## config.mk

```make
export PLATFORM = sky130hd
export DESIGN_NAME = clock_alarm_digit_setter_top
export DESIGN_NICKNAME = d
export VERILOG_FILES = /design/src/cads_pkg.sv /design/src/cads_step.sv /design/src/clock_alarm_digit_setter_top.sv
export VERILOG_INCLUDE_DIRS = /design/src /design/src/src
export SDC_FILE = /design/constraint.sdc
export NUM_CORES = 1
export LEC_CHECK = 0
export BUFFER_PORTS_ARGS = -buffer_cell sky130_fd_sc_hd__buf_2
export CORE_ASPECT_RATIO = 1.5
export CORE_UTILIZATION = 50
export CTS_BUF_LIST = sky130_fd_sc_hd__clkbuf_16
export DETAILED_ROUTE_END_ITERATION = 7
export PLACE_DENSITY = 0.69
export SYNTH_ARGS = -nofsm -noshare
export SYNTH_HDL_FRONTEND = slang
export SYNTH_SLANG_ARGS = --single-unit
```

## constraint.sdc

```tcl
create_clock -name clk -period 5.4 [get_ports clk]
set_input_delay 1.08 -clock clk [delete_from_list [all_inputs] [get_ports clk]]
set_output_delay 1.08 -clock clk [all_outputs]
set_load 0.01 [all_outputs]
```

## src/clock_alarm_digit_setter_top_assert.svh

```systemverilog
// Assertion macros for the clock alarm digit setter RTL.
`ifndef CLOCK_ALARM_DIGIT_SETTER_TOP_ASSERT_SVH
`define CLOCK_ALARM_DIGIT_SETTER_TOP_ASSERT_SVH

`ifndef ASSERT_OFF
// The consequent must hold in the same cycle as the antecedent.
`define CADS_ASSERT_SAME(label, clk, rst, ante, cons) \
  label: assert property (@(posedge clk) disable iff (rst) (ante) |-> (cons)) \
    else $error("digit setter check failed");
// The consequent must hold in the cycle after the antecedent.
`define CADS_ASSERT_NEXT(label, clk, rst, ante, cons) \
  label: assert property (@(posedge clk) disable iff (rst) (ante) |=> (cons)) \
    else $error("digit setter check failed");
`else
`define CADS_ASSERT_SAME(label, clk, rst, ante, cons)
`define CADS_ASSERT_NEXT(label, clk, rst, ante, cons)
`endif

`endif

```

## src/cads_pkg.sv

```systemverilog
// Types and constants of the clock alarm digit setter.
`default_nettype none
package cads_pkg;

  typedef logic [3:0] digit_t;
  typedef digit_t [0:5] time_digits_t;
  typedef digit_t [0:3] alarm_digits_t;

  localparam logic [1:0] MODE_RUN       = 2'd0;
  localparam logic [1:0] MODE_SET_TIME  = 2'd1;
  localparam logic [1:0] MODE_SET_ALARM = 2'd2;

  localparam logic [2:0] CURSOR_FIRST = 3'd0;
  localparam logic [2:0] CURSOR_LAST  = 3'd5;
  localparam logic [2:0] TIME_DIGITS  = 3'd6;
  localparam logic [2:0] ALARM_DIGITS = 3'd4;

  localparam digit_t HOUR_TENS_MAX     = 4'd2;
  localparam digit_t HOUR_UNITS_TOP    = 4'd3;
  localparam digit_t TENS_MAX          = 4'd5;
  localparam digit_t UNITS_MAX         = 4'd9;

  typedef struct packed {
    logic inc_press;
    logic mode_press;
    logic dec_press;
    logic right_press;
    logic left_press;
  } scan_word_t;

  typedef struct packed {
    logic [1:0]  mode_now;
    logic [2:0]  cursor_now;
    logic        clock_run;
    logic [23:0] time_bcd;
    logic [15:0] alarm_bcd;
  } status_word_t;

  typedef struct packed {
    logic [1:0]    mode;
    logic [2:0]    cursor;
    logic          run;
    time_digits_t  time_digits;
    alarm_digits_t alarm_digits;
  } state_t;

endpackage
`default_nettype wire

```

## src/cads_step.sv

```systemverilog
// Next-state logic for one button scan: digit edits, mode cycling and cursor moves.
`default_nettype none
module cads_step (
  input  wire cads_pkg::state_t     cur,
  input  wire cads_pkg::scan_word_t word,
  output cads_pkg::state_t          nxt
);

  // Raise one digit within the 24-hour limits; positions at or past ndig are left alone.
  function automatic cads_pkg::time_digits_t bump(input cads_pkg::time_digits_t d,
                                                  input logic [2:0] pos,
                                                  input logic [2:0] ndig);
    cads_pkg::time_digits_t r;
    cads_pkg::digit_t       lim;
    r   = d;
    lim = cads_pkg::UNITS_MAX;
    if (pos < ndig) begin
      if (pos == 3'd0) begin
        // Moving hour tens from 1 to 2 pulls a large hour units digit down to 3.
        if (d[0] == 4'd1 && d[1] > cads_pkg::HOUR_UNITS_TOP) begin
          r[1] = cads_pkg::HOUR_UNITS_TOP;
          r[0] = cads_pkg::HOUR_TENS_MAX;
        end else if (d[0] < cads_pkg::HOUR_TENS_MAX) begin
          r[0] = d[0] + 4'd1;
        end
      end else begin
        if (pos == 3'd1) begin
          lim = (d[0] == cads_pkg::HOUR_TENS_MAX) ? cads_pkg::HOUR_UNITS_TOP
                                                   : cads_pkg::UNITS_MAX;
        end else if (pos == 3'd2 || pos == 3'd4) begin
          lim = cads_pkg::TENS_MAX;
        end
        if (d[pos] < lim) begin
          r[pos] = d[pos] + 4'd1;
        end
      end
    end
    return r;
  endfunction

  function automatic cads_pkg::time_digits_t drop(input cads_pkg::time_digits_t d,
                                                  input logic [2:0] pos,
                                                  input logic [2:0] ndig);
    cads_pkg::time_digits_t r;
    r = d;
    if (pos < ndig && d[pos] != 4'd0) begin
      r[pos] = d[pos] - 4'd1;
    end
    return r;
  endfunction

  cads_pkg::time_digits_t t;
  cads_pkg::time_digits_t a;
  logic [1:0]             m;
  logic                   r;
  logic [2:0]             c;

  // The alarm uses the upper four of six digit slots, so one editor serves both stores.
  always_comb begin
    t = cur.time_digits;
    a = {cur.alarm_digits, 8'h00};
    m = cur.mode;
    r = cur.run;
    c = cur.cursor;

    if (word.inc_press) begin
      if (m == cads_pkg::MODE_SET_TIME) begin
        t = bump(t, c, cads_pkg::TIME_DIGITS);
      end else if (m == cads_pkg::MODE_SET_ALARM) begin
        a = bump(a, c, cads_pkg::ALARM_DIGITS);
      end
    end

    if (word.mode_press) begin
      if (m < cads_pkg::MODE_SET_ALARM) begin
        m = m + 2'd1;
        r = 1'b0;
      end else begin
        m = cads_pkg::MODE_RUN;
        r = 1'b1;
      end
    end

    // Decrement sees the mode as it stands after a mode press in the same scan.
    if (word.dec_press) begin
      if (m == cads_pkg::MODE_SET_TIME) begin
        t = drop(t, c, cads_pkg::TIME_DIGITS);
      end else if (m == cads_pkg::MODE_SET_ALARM) begin
        a = drop(a, c, cads_pkg::ALARM_DIGITS);
      end
    end

    if (word.right_press && c < cads_pkg::CURSOR_LAST) begin
      c = c + 3'd1;
    end
    if (word.left_press && c != cads_pkg::CURSOR_FIRST) begin
      c = c - 3'd1;
    end

    nxt.mode         = m;
    nxt.cursor       = c;
    nxt.run          = r;
    nxt.time_digits  = t;
    nxt.alarm_digits = a[0:3];
  end

endmodule
`default_nettype wire

```

## src/clock_alarm_digit_setter_top.sv

```systemverilog
// Top level of the clock alarm digit setter: scan register, edit logic and status register.
// The block takes one button scan word per cycle while scan_ready is high and returns one
// status word per scan, reporting mode, cursor, run enable and the packed time and alarm
// digits after that scan. A scan word is held in an input register, passes the edit logic
// and lands in the status register when that register is free or being emptied, where
// its status word is offered. The edit state updates as a word leaves the input register,
// so the throughput is one word per cycle, limited only by the status port's ready.
`default_nettype none
`include "clock_alarm_digit_setter_top_assert.svh"
module clock_alarm_digit_setter_top (
  input  wire                         clk,
  input  wire                         rst,
  input  wire                         scan_valid,
  output logic                        scan_ready,
  input  wire cads_pkg::scan_word_t   scan_word,
  output logic                        status_valid,
  input  wire                         status_ready,
  output cads_pkg::status_word_t      status_word
);

  logic                 hold_valid;
  cads_pkg::scan_word_t hold_word;
  cads_pkg::state_t     state;
  cads_pkg::state_t     state_next;
  logic                 advance;

  // A held word moves on whenever the status register is free or being emptied.
  assign advance    = hold_valid && (!status_valid || status_ready);
  assign scan_ready = !hold_valid || advance;

  cads_step u_step (
    .cur  (state),
    .word (hold_word),
    .nxt  (state_next)
  );

  always_ff @(posedge clk) begin
    if (rst) begin
      hold_valid          <= 1'b0;
      status_valid        <= 1'b0;
      state.mode          <= cads_pkg::MODE_RUN;
      state.cursor        <= cads_pkg::CURSOR_FIRST;
      state.run           <= 1'b1;
      state.time_digits   <= '0;
      state.alarm_digits  <= '0;
    end else begin
      if (scan_ready) begin
        hold_valid <= scan_valid;
      end
      if (advance) begin
        state        <= state_next;
        status_valid <= 1'b1;
      end else if (status_ready) begin
        status_valid <= 1'b0;
      end
    end
  end

  always_ff @(posedge clk) begin
    if (scan_valid && scan_ready) begin
      hold_word <= scan_word;
    end
    if (advance) begin
      status_word.mode_now   <= state_next.mode;
      status_word.cursor_now <= state_next.cursor;
      status_word.clock_run  <= state_next.run;
      status_word.time_bcd   <= state_next.time_digits;
      status_word.alarm_bcd  <= state_next.alarm_digits;
    end
  end

  `CADS_ASSERT_SAME(a_run_follows_mode, clk, rst, 1'b1,
                    state.run == (state.mode == cads_pkg::MODE_RUN))
  `CADS_ASSERT_SAME(a_cursor_in_range, clk, rst, 1'b1, state.cursor <= cads_pkg::CURSOR_LAST)
  `CADS_ASSERT_NEXT(a_state_only_on_advance, clk, rst, !advance, $stable(state))
  `CADS_ASSERT_NEXT(a_stalled_word_kept, clk, rst,
                    hold_valid && status_valid && !status_ready, hold_valid && $stable(hold_word))

endmodule
`default_nettype wire
```

==> impl_metrics.ini <==
[status]
outcome = finished, final reports clean

[synthesis]
synth_top_area_cell = edfxtp_1
synth_warnings = 0
synth_ff_type = edfxtp_1
syn_inst = 692
avgSynthCellArea_um2 = 9.25
ys_ff_latch = 99
async_flop_share_pct = 0
synth_nets = 723
yosysSeqAreaShare_pct = 38.9
syn_area_um2 = 6400
ys_types = 83
synth-edff-count = 51
synth_area_leaders = edfxtp_1, dfxtp_1, nand2_1, ha_1, a21oi_1
synth_top_area_share_pct = 23.9

[clock_tree]
h-tree-depth = 3
root_buffer = clkbuf_16
cts_sinks = 99
clock_path_buffers = 2
cts_tree = done
postCtsSetupBuffers = 0
cts_buffers = 9
clk_latency_ps = 350
clkTransAtPathRegs_ps = 80

[critical_path]
r2r_start = state[42]
required_ps = 5680
end_kind = flop
crit_start = state[42]
cp_cell_sequence = clkinv_1, ha_1, a22oi_1, nand2_1, ha_1, or3_1, a21o_1, o21ai_1, nand3_1, a31o_2, a2111oi_2, nand2_1, ha_1, a31oi_4, mux2i_2, o21ai_0, a21oi_1
r2r-end = state[29]
critPathLaunchType = flop
critPathSlowestCell = mux2i_2
cp_num_buf_inv = 1
r2r_slack_ps = 320
crit_type = flop to flop
worst_ep_arrival_time_ps = 5360
cpMostUsedCell = ha_1
cp_top_family = compound AO/OA/AOI/OAI gates
rr_worst_depth = 17
crit_path_max_fanout = 8
cp_slowest_stage_delay_ps = 530

[finish]
multi_input_area_um2 = 3650
final_area_um2 = 7220
layout.core_utilization_pct = 57.7
final_cell_mix = nand2_1, nor2_1, buf_2
areaGrowthSynthToFinish_pct = 12.8
n_fill_cell = 1164
final_common_cell = nand2_1
final_nets = 784
drive_gt1_share_pct = 20.2
antennaDiodeCount = 0
seq_area_um2 = 2490

[power]
finalPower_uw = 1860
power_density_nw_per_um2 = 257
vdd_ir_drop_max_mv = 0.180
p_leak_uw = 0.00276

[sta]
tightest_slew_ps = 893
skew_ps = 11.3
layout_min_cycle_time_ps = 5080
setup_tns_ps = 0
finalCritPeriodShare_pct = 94.1
fmax_mhz = 197
rsz0062_at_grt = no
hold_viol = 0
drv_slew = 0
max_slew_margin_pct = 40.0
setup_violations = 0

[placement]
place_hpwl_mm = 14.6
postPlaceCellArea_um2 = 6930
numPortBuffers = 56
gp_congestion = 0.974

[min_path]
min_path_cells = 2
worstHoldStart = state[28]
min_to = state[28]
worst_hold_path_type = flop to flop

[global_route]
grt_pass1_vias = 5682
grt_start_max_net_pins = 39
grt_use_total_pct = 30.5
grt_pass1_wl_mm = 30.8
grt_overflow = 0
antenna_found_initial = 0

[routing]
viasPerCell = 6.40
ant_nets = 0
totalWireLength_mm = 19.5
drt-initial-drc-count = 466
drt_first_pass_iters = 5
wire_per_inst_um = 21.3
drc = 0
num_vias = 5851

[floorplan]
die_height_um = 141
die_w_um = 94.4
die-area_um2 = 13300
io-pin-count = 57
start_util_pct = 51.2
coreArea_um2 = 12500
rows = 50

[run]
cap_violations = 0
-- cell families (layout without fill, tap and decap cells) --
logic type	count (synthesis)	in the layout	synth area share (%)
AO/OA/AOI/OAI	226	226	25.8
buffers and inverters	61	127	4.18
multiplexers	46	46	8.44
adder cells (fa/ha/maj)	22	22	4.30
AND/OR/NAND/NOR	232	232	17.5
flip-flops	99	99	38.9
XOR/XNOR	6	6	0.821
-- synthesized netlist by cell type, drive strengths merged, types with 5 or more instances --
| cell | count |
|---|---|
| nand2 | 76 |
| nor2 | 61 |
| a21oi | 51 |
| edfxtp | 51 |
| o21ai | 51 |
| dfxtp | 48 |
| inv | 24 |
| ha | 22 |
| mux2 | 22 |
| mux2i | 21 |
| clkbuf | 20 |
| nor3 | 20 |
| nand3 | 18 |
| buf | 14 |
| a211oi | 13 |
| o22a | 12 |
| a22oi | 8 |
| o31ai | 8 |
| a31oi | 7 |
| and2 | 7 |
| or3 | 7 |
| nor2b | 6 |
| o21a | 6 |
| and3 | 5 |
| nand2b | 5 |
| o2111ai | 5 |
| o211a | 5 |
| o211ai | 5 |
| o32ai | 5 |
| xnor2 | 5 |
-- worst min-delay path: cells and delay by family (launching register included) --
family                 cells  cell delay (ps)
AO/OA/AOI/OAI              1               50
buffers and inverters      1               60
flip-flops                 1              330
-- registers in the layout (all words and copies together) (netlist names) --
name	count
hold_valid	1
state	46
hold_word	5
status_valid	1
status_word	46
-- routing by layer --
metal | wire length [um] | GRT usage, %
met1 | 8330 | 39.8
met2 | 9530 | 50.6
met3 | 1090 | 3.83
met4 | 566 | 12.0
met5 | 0 | 0
-- power breakdown --
group / total [uW] / leakage (uW) / internal, uW / switching (uW)
clock network: 630 / 0.000137 / 321 / 309
logic: 387 / 0.00175 / 135 / 252
registers: 842 / 0.000881 / 820 / 21.3
-- stage by stage --
stage	hold WS [ps]	std cells	setup slack (ps)
6_report	490	914	320
5_1_grt	496	914	29.1
4_1_cts	485	914	128
3_5_place_dp	473	898	180
3_3_place_gp	449	898	347
2_1_floorplan	434	692	485
-- timing repair --
item | CTS | global route
hold buffers | 0 | 0
resized for setup | 0 | 3
endpoints found under the hold margin | 0 | 0
setup endpoints to repair | 0 | 41
-- layout make-up --
| class | count | area share [%] |
|---|---|---|
| flip-flops and latches | 99 | 34.6 |
| clock buffers | 9 | 3.12 |
| repair buffers | 84 | 6.79 |
| multi-input cells | 532 | 50.6 |
| inverters | 27 | 1.40 |
| well taps | 156 | 2.70 |
| clock inverters | 7 | 0.832 |
-- how the worst max path moves through the flow --
stage | end | slack [ps] | cells after the start
floorplan | status_word[4] | 480 | 18
global placement | state[36] | 350 | 17
detailed placement | status_word[3] | 180 | 18
CTS | status_word[3] | 130 | 18
global route | status_word[22] | 30 | 17
finish | state[29] | 320 | 17
Power figures use the tool's default switching activity.
